[src/irc_tok_pkg.sv]
// Shared types and constants for the IRC line tokenizer.
// Used by irc_tok_core, irc_tok_fifo and irc_line_tokenizer_unit.
`default_nettype none
package irc_tok_pkg;

  localparam logic [7:0] ByteLf    = 8'h0A;
  localparam logic [7:0] ByteCr    = 8'h0D;
  localparam logic [7:0] ByteColon = 8'h3A;
  localparam logic [7:0] ByteSpace = 8'h20;
  localparam logic [7:0] ByteTab   = 8'h09;
  localparam logic [7:0] CountMax  = 8'hFF;

  typedef enum logic [1:0] {
    KIND_CHAR = 2'd0,
    KIND_EOT  = 2'd1,
    KIND_EOL  = 2'd2
  } kind_e;

  typedef enum logic [2:0] {
    MODE_IDLE  = 3'b001,
    MODE_PLAIN = 3'b010,
    MODE_TRAIL = 3'b100
  } mode_e;

  typedef struct packed {
    kind_e      kind;
    logic [7:0] char_byte;
    logic [7:0] token_index;
    logic       first_in_token;
    logic       in_trailing;
    logic       last;
  } result_t;

  function automatic logic is_ws(logic [7:0] b);
    return (b == ByteSpace) || ((b >= ByteTab) && (b <= ByteCr));
  endfunction

  function automatic result_t mk_res(kind_e k, logic [7:0] ch, logic [7:0] idx,
                                     logic first, logic trail);
    result_t r;
    r.kind           = k;
    r.char_byte      = ch;
    r.token_index    = idx;
    r.first_in_token = first;
    r.in_trailing    = trail;
    r.last           = 1'b0;
    return r;
  endfunction

endpackage
`default_nettype wire

[src/irc_tok_core.sv]
// Tokenizer state and per-byte decode: one word in, up to two results out.
// Depends on irc_tok_pkg.
`default_nettype none
module irc_tok_core (
  input  wire logic                 clk_i,
  input  wire logic                 rst_ni,
  input  wire logic                 accept_i,
  input  wire logic [7:0]           in_byte_i,
  output irc_tok_pkg::result_t      res0_o,
  output irc_tok_pkg::result_t      res1_o,
  output logic [1:0]                num_o
);
  import irc_tok_pkg::*;

  mode_e      mode_q, mode_d;
  logic       crp_q, crp_d;
  logic [7:0] cnt_q, cnt_d;
  logic       thc_q, thc_d;
  logic [7:0] cnt_inc;
  result_t    r0, r1;
  logic [1:0] num;

  assign cnt_inc = (cnt_q == CountMax) ? cnt_q : cnt_q + 8'd1;

  always_comb begin
    mode_d = mode_q;
    crp_d  = crp_q;
    cnt_d  = cnt_q;
    thc_d  = thc_q;
    r0     = mk_res(KIND_EOL, 8'd0, 8'd0, 1'b0, 1'b0);
    r1     = mk_res(KIND_EOL, 8'd0, 8'd0, 1'b0, 1'b0);
    num    = 2'd0;
    if (in_byte_i == ByteLf) begin
      if (mode_q != MODE_IDLE) begin
        r0  = mk_res(KIND_EOT, 8'd0, cnt_q, 1'b0, mode_q == MODE_TRAIL);
        r1  = mk_res(KIND_EOL, 8'd0, cnt_inc, 1'b0, 1'b0);
        num = 2'd2;
      end else begin
        r0  = mk_res(KIND_EOL, 8'd0, cnt_q, 1'b0, 1'b0);
        num = 2'd1;
      end
      mode_d = MODE_IDLE;
      crp_d  = 1'b0;
      cnt_d  = 8'd0;
      thc_d  = 1'b0;
    end else begin
      unique case (mode_q)
        MODE_TRAIL: begin
          // release a held CR ahead of this word
          if (crp_q) begin
            r0  = mk_res(KIND_CHAR, ByteCr, cnt_q, !thc_q, 1'b1);
            num = 2'd1;
            if (in_byte_i != ByteCr) begin
              r1  = mk_res(KIND_CHAR, in_byte_i, cnt_q, 1'b0, 1'b1);
              num = 2'd2;
            end
            thc_d = 1'b1;
          end else if (in_byte_i != ByteCr) begin
            r0    = mk_res(KIND_CHAR, in_byte_i, cnt_q, !thc_q, 1'b1);
            num   = 2'd1;
            thc_d = 1'b1;
          end
          crp_d = (in_byte_i == ByteCr);
        end
        MODE_PLAIN: begin
          if (is_ws(in_byte_i)) begin
            r0     = mk_res(KIND_EOT, 8'd0, cnt_q, 1'b0, 1'b0);
            cnt_d  = cnt_inc;
            mode_d = MODE_IDLE;
          end else begin
            r0 = mk_res(KIND_CHAR, in_byte_i, cnt_q, 1'b0, 1'b0);
          end
          num = 2'd1;
        end
        default: begin
          if (is_ws(in_byte_i)) begin
            mode_d = MODE_IDLE;
          end else if (in_byte_i == ByteColon) begin
            mode_d = MODE_TRAIL;
            crp_d  = 1'b0;
            thc_d  = 1'b0;
          end else begin
            r0     = mk_res(KIND_CHAR, in_byte_i, cnt_q, 1'b1, 1'b0);
            num    = 2'd1;
            mode_d = MODE_PLAIN;
          end
        end
      endcase
    end
    if (num == 2'd2) begin
      r1.last = 1'b1;
    end else begin
      r0.last = 1'b1;
    end
  end

  always_ff @(posedge clk_i or negedge rst_ni) begin
    if (!rst_ni) begin
      mode_q <= MODE_IDLE;
      crp_q  <= 1'b0;
      cnt_q  <= 8'd0;
      thc_q  <= 1'b0;
    end else if (accept_i) begin
      mode_q <= mode_d;
      crp_q  <= crp_d;
      cnt_q  <= cnt_d;
      thc_q  <= thc_d;
    end
  end

  assign res0_o = r0;
  assign res1_o = r1;
  assign num_o  = num;

endmodule
`default_nettype wire

[src/irc_tok_fifo.sv]
// Result queue: takes zero, one or two results per cycle, hands out one.
// Depends on irc_tok_pkg.
`default_nettype none
module irc_tok_fifo (
  input  wire logic                 clk_i,
  input  wire logic                 rst_ni,
  input  wire logic [1:0]           push_num_i,
  input  irc_tok_pkg::result_t      push0_i,
  input  irc_tok_pkg::result_t      push1_i,
  output logic                      room2_o,
  output logic                      out_valid_o,
  input  wire logic                 out_ready_i,
  output irc_tok_pkg::result_t      head_o
);
  import irc_tok_pkg::*;

  localparam int Depth = 4;

  result_t    mem_q [Depth];
  logic [1:0] wr_q, rd_q;
  logic [2:0] cnt_q;
  logic       pop;
  logic [1:0] wr1;

  assign pop         = out_valid_o && out_ready_i;
  assign out_valid_o = (cnt_q != 3'd0);
  assign room2_o     = (cnt_q <= 3'd2);
  assign head_o      = mem_q[rd_q];
  assign wr1         = wr_q + 2'd1;

  always_ff @(posedge clk_i) begin
    if (push_num_i != 2'd0) begin
      mem_q[wr_q] <= push0_i;
    end
    if (push_num_i == 2'd2) begin
      mem_q[wr1] <= push1_i;
    end
  end

  always_ff @(posedge clk_i or negedge rst_ni) begin
    if (!rst_ni) begin
      wr_q  <= 2'd0;
      rd_q  <= 2'd0;
      cnt_q <= 3'd0;
    end else begin
      wr_q  <= wr_q + push_num_i;
      if (pop) begin
        rd_q <= rd_q + 2'd1;
      end
      cnt_q <= cnt_q + {1'b0, push_num_i} - {2'b00, pop};
    end
  end

endmodule
`default_nettype wire

[src/irc_line_tokenizer_unit.sv]
// IRC line tokenizer top level: byte input channel, result output channel.
// Depends on irc_tok_pkg, irc_tok_core and irc_tok_fifo.
//
// Usage:
//   Input channel (in_valid_i/in_ready_o, in_byte_i) takes one raw stream
//   byte per word. Output channel (out_valid_o/out_ready_i) gives one
//   result per word: token characters, end-of-token marks and an end-of-line
//   mark carrying the token count; last_o flags the final result of a byte.
//   Each byte is decoded in the cycle it is accepted and its 0, 1 or 2
//   results are written to a four-entry result queue; the output is driven
//   from the registered head of that queue.
//   Throughput: one byte per cycle while the receiver keeps up. Bytes that
//   yield two results (LF ending a token, a held CR followed by a
//   character) occupy the output port once per result, so the output port
//   (one result per cycle) sets the sustained rate.
//   in_ready_o is high while the queue holds at most two results; when
//   the receiver stalls, input stops once three or four results wait,
//   and resumes as soon as the queue drains back to two.
//   Reset clears the queue and returns the tokenizer to the start of a line
//   between tokens.
`default_nettype none
module irc_line_tokenizer_unit (
  input  wire logic       clk_i,
  input  wire logic       rst_ni,
  input  wire logic       in_valid_i,
  output logic            in_ready_o,
  input  wire logic [7:0] in_byte_i,
  output logic            out_valid_o,
  input  wire logic       out_ready_i,
  output logic [1:0]      kind_o,
  output logic [7:0]      char_byte_o,
  output logic [7:0]      token_index_o,
  output logic            first_in_token_o,
  output logic            in_trailing_o,
  output logic            last_o
);
  import irc_tok_pkg::*;

  logic       accept;
  logic       room2;
  result_t    res0, res1, head;
  logic [1:0] num;
  logic [1:0] push_num;

  assign in_ready_o = room2;
  assign accept     = in_valid_i && room2;
  assign push_num   = accept ? num : 2'd0;

  irc_tok_core u_core (
    .clk_i     (clk_i),
    .rst_ni    (rst_ni),
    .accept_i  (accept),
    .in_byte_i (in_byte_i),
    .res0_o    (res0),
    .res1_o    (res1),
    .num_o     (num)
  );

  irc_tok_fifo u_fifo (
    .clk_i       (clk_i),
    .rst_ni      (rst_ni),
    .push_num_i  (push_num),
    .push0_i     (res0),
    .push1_i     (res1),
    .room2_o     (room2),
    .out_valid_o (out_valid_o),
    .out_ready_i (out_ready_i),
    .head_o      (head)
  );

  assign kind_o           = head.kind;
  assign char_byte_o      = head.char_byte;
  assign token_index_o    = head.token_index;
  assign first_in_token_o = head.first_in_token;
  assign in_trailing_o    = head.in_trailing;
  assign last_o           = head.last;

endmodule
`default_nettype wire
[config.mk]
export PLATFORM = sky130hd
export DESIGN_NAME = irc_line_tokenizer_unit
export DESIGN_NICKNAME = d
export VERILOG_FILES = /design/src/irc_tok_pkg.sv /design/src/irc_tok_core.sv /design/src/irc_tok_fifo.sv /design/src/irc_line_tokenizer_unit.sv
export SDC_FILE = /design/constraint.sdc
export NUM_CORES = 1
export LEC_CHECK = 0
export ABC_AREA = 1
export BUFFER_PORTS_ARGS = -buffer_cell sky130_fd_sc_hd__buf_2
export CAP_MARGIN = 20
export CORE_MARGIN = 4
export CORE_UTILIZATION = 30
export CTS_CLUSTER_SIZE = 16
export DETAILED_ROUTE_END_ITERATION = 16
export PLACE_DENSITY_LB_ADDON = 0.05
export SLEW_MARGIN = 20
export SYNTH_ARGS = -nofsm -noshare
export SYNTH_HDL_FRONTEND = slang
export SYNTH_SLANG_ARGS = --single-unit
[constraint.sdc]
create_clock -name clk_i -period 2.7 [get_ports clk_i]
set_input_delay 0.54 -clock clk_i [delete_from_list [all_inputs] [get_ports clk_i]]
set_output_delay 0.54 -clock clk_i [all_outputs]
set_load 0.02 [all_outputs]
# After elaboration in Yosys (flattened, before gate mapping)
# Memory sizes are Yosys's and may differ from the RTL's.
# Index checks and enable logic that the tools add are counted.
dict set report totals {
  word_cells 92
  ff_bits 20
  n_memories 1
  input_bits 12
  out_inout_bits 23
  ramBits 84
}
dict set report op_classes {
  order_cmp 3
  eq_ne 16
  add_sub_neg 6
  mux 45
  reduce_logical 14
}
# name words width rd rd_ports_with_merged_regs wr line_no
set mem_list {}
lappend mem_list {u_fifo.mem_q 4 21 1 0 2 irc_tok_fifo.sv:19} ;# result_t mem_q [Depth];
# operator count
set ops {}
lappend ops {{$mux 21} 10}
lappend ops {{$pmux 21 s2} 1}
lappend ops {{$mux 8} 4}
lappend ops {{$mux 20} 1}
lappend ops {{$eq 8x4->1 const B} 2}
lappend ops {{$eq 8x6->1 const B} 2}
lappend ops {{$mux 1} 14}
lappend ops {{$mux 2} 6}
lappend ops {{$mux 3} 4}
lappend ops {{$mux 11} 1}
lappend ops {{$ne 3x1->1 const B} 3}
lappend ops {{$add 8x1->8 const B} 1}
lappend ops {{$eq 8x8->1 const B} 1}
lappend ops {{$ge 8x4->1 const B} 1}
lappend ops {{$le 8x4->1 const B} 1}
lappend ops {{$ne 8x4->1 const B} 1}
lappend ops {{$pmux 3 s2} 1}
lappend ops {{$reduce_and 3->1} 2}
lappend ops {{$reduce_bool 2->1} 3}
lappend ops {{$reduce_bool 3->1} 2}
lappend ops {{$reduce_and 5->1} 1}
lappend ops {{$add 2x1->2 const B} 2}
lappend ops {{$eq 2x2->1 const B} 2}
lappend ops {{$ne 2x1->1 const B} 2}
lappend ops {{13 further kinds} 16}

# Logic depth before layout (Yosys ltp)
dict set report logic_depth {
  ltp_word 10
  depth_mapped 16
  mapped_depth_nobuf 15
}

# Modules after synthesis
# A second synthesis with hierarchy kept.
dict set report hier_totals {
  hier_cells 868
  area_unflattened_um2 6563.8
}
# module area_each_um2 seq_area_each_um2 cells_per_inst n_inst
set modules_own_cells {}
lappend modules_own_cells {irc_tok_fifo 4914.7 2697.6 609 1}
lappend modules_own_cells {irc_tok_core 1626.6 326.6 253 1}
lappend modules_own_cells {irc_line_tokenizer_unit 22.5 0.0 6 1}

# Worst setup path after synthesis
# No wires, ideal clock.
dict set report synth_path {
  path_type {input to register}
  from {in in_byte_i[7]}
  to {mem u_fifo.mem_q[2][0] (netlist bit) (enable)}
  setup_slack_ns -0.134
  setup_ns 0.376
  path_stages 14
  required_time_ns 2.324
  t_arrival_ns 2.458
  n_path_buf 2
  path_cell_list {nor2_1 -> nand2_1 -> inv_1 -> nand3_1 -> ha_1 -> nand3b_1 -> nand2_1 -> inv_1 -> nand3_2 -> nand2_2 -> buf_6 -> nand2_4 -> buf_6 -> nand2_1}
}
# element line_no
set synth_lines {}
lappend synth_lines {{from (decl)} irc_line_tokenizer_unit.sv:27} ;# input wire logic [7:0] in_byte_i,
lappend synth_lines {{to (decl)} irc_tok_fifo.sv:19}

==> results.sh <==
export IMPL_outcome="finished, final reports clean"
export IMPL_numCtsBuffers=9
export IMPL_rsz0062_at_grt="false"
export IMPL_fillers=1953
export IMPL_drive_above_1_share_pct=19.40
export IMPL_cp_cell_sequence="buf_2, nor2_1, nand2_1, inv_1, nand3_1, ha_1, nand3b_1, nand2_1, inv_1, nand3_2, nand2_2, buf_4, nand2_4, nand2_2, buf_12"
export IMPL_cap_violations=0
export IMPL_syn_area_per_cell_um2=8.329
export IMPL_cts_setup_buffers=0
export IMPL_crit_path_max_fanout=16
export IMPL_synthArstFlopShare_pct=19.23
export IMPL_criticalPathCategory="in2reg"
export IMPL_yosys_warnings=0
export IMPL_synth_seq_cells=104
export IMPL_finalCritPeriodShare_pct=89.54
export IMPL_hp_class="in2async"
export IMPL_fp_dieH_um=147.4
export IMPL_cp_buffers_inverters=5
export IMPL_viasPerCell=4.858
export IMPL_synth_area_mm2=0.005831
export IMPL_grt_first_pass_wirelength_mm=29.28
export IMPL_required_ns=2.76
export IMPL_hold_buffers=0
export IMPL_synth_edff_count=76
export IMPL_slew_headroom_pct=63.11
export IMPL_grt_pass1_vias=5081
export IMPL_grt_max_degree=45
export IMPL_setup_viol=0
export IMPL_cts_tree="done"
export IMPL_clockBufferDepth=2
export IMPL_cp_end_kind="flop"
export IMPL_grt_ovfl_total=0
export IMPL_cts_htree_levels=3
export IMPL_critPathTopFamily="simple AND/OR/NAND/NOR gates"
export IMPL_max_stage_delay_ns=0.30
export IMPL_worstSetupStartpointType="primary input"
export IMPL_ant_nets=0
export IMPL_post_cts_resized=0
export IMPL_cellLeakagePower_nw=3.100
export IMPL_wl_mm=18.45
export IMPL_slew_violations=0
export IMPL_routedWlPerCell_um=17.50
export IMPL_start_util_pct=30.86
export IMPL_fmax_mhz=413.6
export IMPL_antenna_found_initial=0
export IMPL_drt_initial_drc_count=317
export IMPL_num_rows=50
export IMPL_synth_fp_nets=721
export IMPL_synthCells=700
export IMPL_die_w_um=147.4
export IMPL_synth_ff_type="edfxtp_1"
export IMPL_p_clk_share_pct=19.9
export IMPL_pwr_share_seq_pct=32.6
export IMPL_power_per_cell_area_mw_per_mm2=973.8
export IMPL_switchingPower_w=0.003049
export IMPL_drc=0
export IMPL_worst_slack_ns=0.2823
export IMPL_seq_area_frac_synth_pct=50.49
export IMPL_ios=35
export IMPL_fin_crit_ns=2.418
export IMPL_clk_pin_slew_ns=0.08
export IMPL_cp_arrival_ns=2.48
export IMPL_core_mm2=0.01889
export IMPL_synth_cell_type_count=40
export IMPL_combPwrFrac_pct=47.5
export IMPL_power_internal_w=0.003897
export IMPL_cts_sinks=104
export IMPL_route_vias_total=5120
export IMPL_grtUsageTotal_pct=17.49
export IMPL_root_buffer="clkbuf_16"
export IMPL_fin_worst_skew_ns=0.007910
export IMPL_diodes=0
export IMPL_dieArea_mm2=0.02173
export IMPL_fin_tns_setup_ns=0
export IMPL_dp_slack_ns=-0.07653
export IMPL_irDropWorstVdd_v=0.0003751
export IMPL_drtPass1Iterations=6
export IMPL_hold_viol=0
export IMPL_dp_hpwl_mm=13.58
export IMPL_nNetsFinal=810
export IMPL_worstSkewPairLatency_ns=0.35
export IMPL_area_delta_synth_final_pct=22.34
export IMPL_placement_io_buffers=34
export IMPL_slowest_stage="ha_1"
export IMPL_whs_ns=0.1498
export IMPL_switching_share_pct=43.90
export IMPL_gp_congestion=0.8379
export IMPL_worstMarginPinSlew_ns=0.5514
cell type report:
type	instances	area [um2]	share of cell area (%)
Clock buffer	9	225.2	3.157
Multi-Input combinational cell	494	2457	34.45
Clock inverter	7	85.08	1.193
Sequential cell	104	2944	41.27
Inverter	72	270.3	3.789
Timing Repair Buffer	108	825.8	11.58
Tap cell	260	325.3	4.561
through the flow:
stage                     cell area (um2)  total power, W  instances  util, %
after floorplan                      5841        0.004423        700        -
after global placement               6823        0.005624       1038    36.11
after detailed placement             6823        0.005640       1038    36.11
after CTS                            7133        0.007041       1054    37.76
after global routing                 7133        0.007526       1054    37.76
final                                7133        0.006946       1054    37.76
placed cells by master, fill, tap and decap left out, drive strengths merged:
master | Yosys | layout
o22ai | 54 | 54
nand4 | 4 | 4
clkbuf | 13 | 9
fa | 1 | 1
a21oi | 10 | 10
nor3 | 4 | 4
a21boi | 1 | 1
clkinvlp | 0 | 2
dfstp | 1 | 1
bufinv | 0 | 1
xnor2 | 2 | 2
nand3 | 53 | 53
dfxtp | 8 | 8
buf | 17 | 108
a31oi | 1 | 1
o31ai | 3 | 3
o21bai | 2 | 2
o21ai | 75 | 75
ha | 8 | 8
dfrtp | 19 | 19
nor2 | 93 | 93
or2 | 1 | 1
inv | 72 | 76
xor2 | 8 | 8
nand2 | 173 | 173
nand3b | 1 | 1
edfxtp | 76 | 76
state kept, by name, summed over array words and instances, names as in the netlist:
signal / count
u_fifo.cnt_q: 3
u_core.thc_q: 1
u_core.cnt_q: 8
u_core.crp_q: 1
u_core.mode_q: 3
u_fifo.wr_q: 2
u_fifo.mem_q: 84
u_fifo.rd_q: 2
power groups by stage:
stage / logic, W / registers, W / clock network [W]
after global placement: 0.00333 / 0.00230 / 0
after CTS: 0.00335 / 0.00226 / 0.00143
final: 0.00330 / 0.00226 / 0.00138
after global routing: 0.00374 / 0.00230 / 0.00149
after detailed placement: 0.00334 / 0.00230 / 0
after floorplan: 0.00219 / 0.00224 / 0
cells in the mapped netlist, types with 2 or more instances:
library cell | number | area share, %
dfxtp_1 | 8 | 2.7
buf_6 | 4 | 0.77
buf_1 | 2 | 0.13
xnor2_1 | 2 | 0.30
edfxtp_1 | 76 | 39
nand2_1 | 170 | 11
inv_1 | 65 | 4.2
clkbuf_1 | 13 | 0.84
buf_2 | 6 | 0.52
o21ai_0 | 74 | 6.4
buf_4 | 5 | 0.64
nand3_2 | 2 | 0.34
inv_2 | 7 | 0.45
nor3_2 | 2 | 0.34
nor2_1 | 89 | 5.7
nor3_1 | 2 | 0.17
nand3_1 | 50 | 4.3
nor2_2 | 2 | 0.21
xor2_1 | 8 | 1.2
ha_1 | 8 | 1.7
o22ai_2 | 4 | 0.86
dfrtp_1 | 19 | 8.2
o22ai_1 | 50 | 5.4
nand4_1 | 4 | 0.43
nand2_2 | 2 | 0.21
a21oi_1 | 10 | 0.86
o31ai_1 | 3 | 0.39
layer usage:
metal	share of wire [%]	vias up	track usage, %	wire [um]
li1	-	2552	-	-
met1	48	2447	24.65	8858
met2	47	112	28.13	8579
met3	4.6	9	3.648	852
met4	0.85	0	3.355	157
met5	0	-	0	0
worst paths after layout:
path / from / to / slack, ns / cells past startpoint
min in group clk_i: u_fifo.mem_q[2][2] / u_fifo.mem_q[2][2] / 0.47 / 2
min: rst_ni / u_core.cnt_q[3] / 0.15 / 1
max in group asynchronous: rst_ni / u_core.mode_q[0] / 2.18 / 1
max reg2reg: u_core.mode_q[0] / u_fifo.mem_q[2][4] / 0.31 / 12
min reg2reg: u_fifo.mem_q[2][2] / u_fifo.mem_q[2][2] / 0.47 / 2
max: in_byte_i[7] / u_fifo.mem_q[2][4] / 0.28 / 15
worst register-to-register path, delay by kind of cell, from the launching register on:
kind,cells,cell delay [ns]
buffers and inverters,5,0.66
and+or+nand+nor,7,0.90
DFF,1,0.55
cell families after synthesis:
| logic type | count (synthesis) | share of synthesized area [%] |
|---|---|---|
| AOI/OAI and AO/OA | 146 | 14.46 |
| xor gates and xnor gates | 10 | 1.502 |
| adders and majority gates | 9 | 2.060 |
| buffers and inverters | 102 | 7.532 |
| DFF | 104 | 50.49 |
| and+or+nand+nor | 329 | 23.95 |
Note: power is estimated with default switching activity, not from simulation.
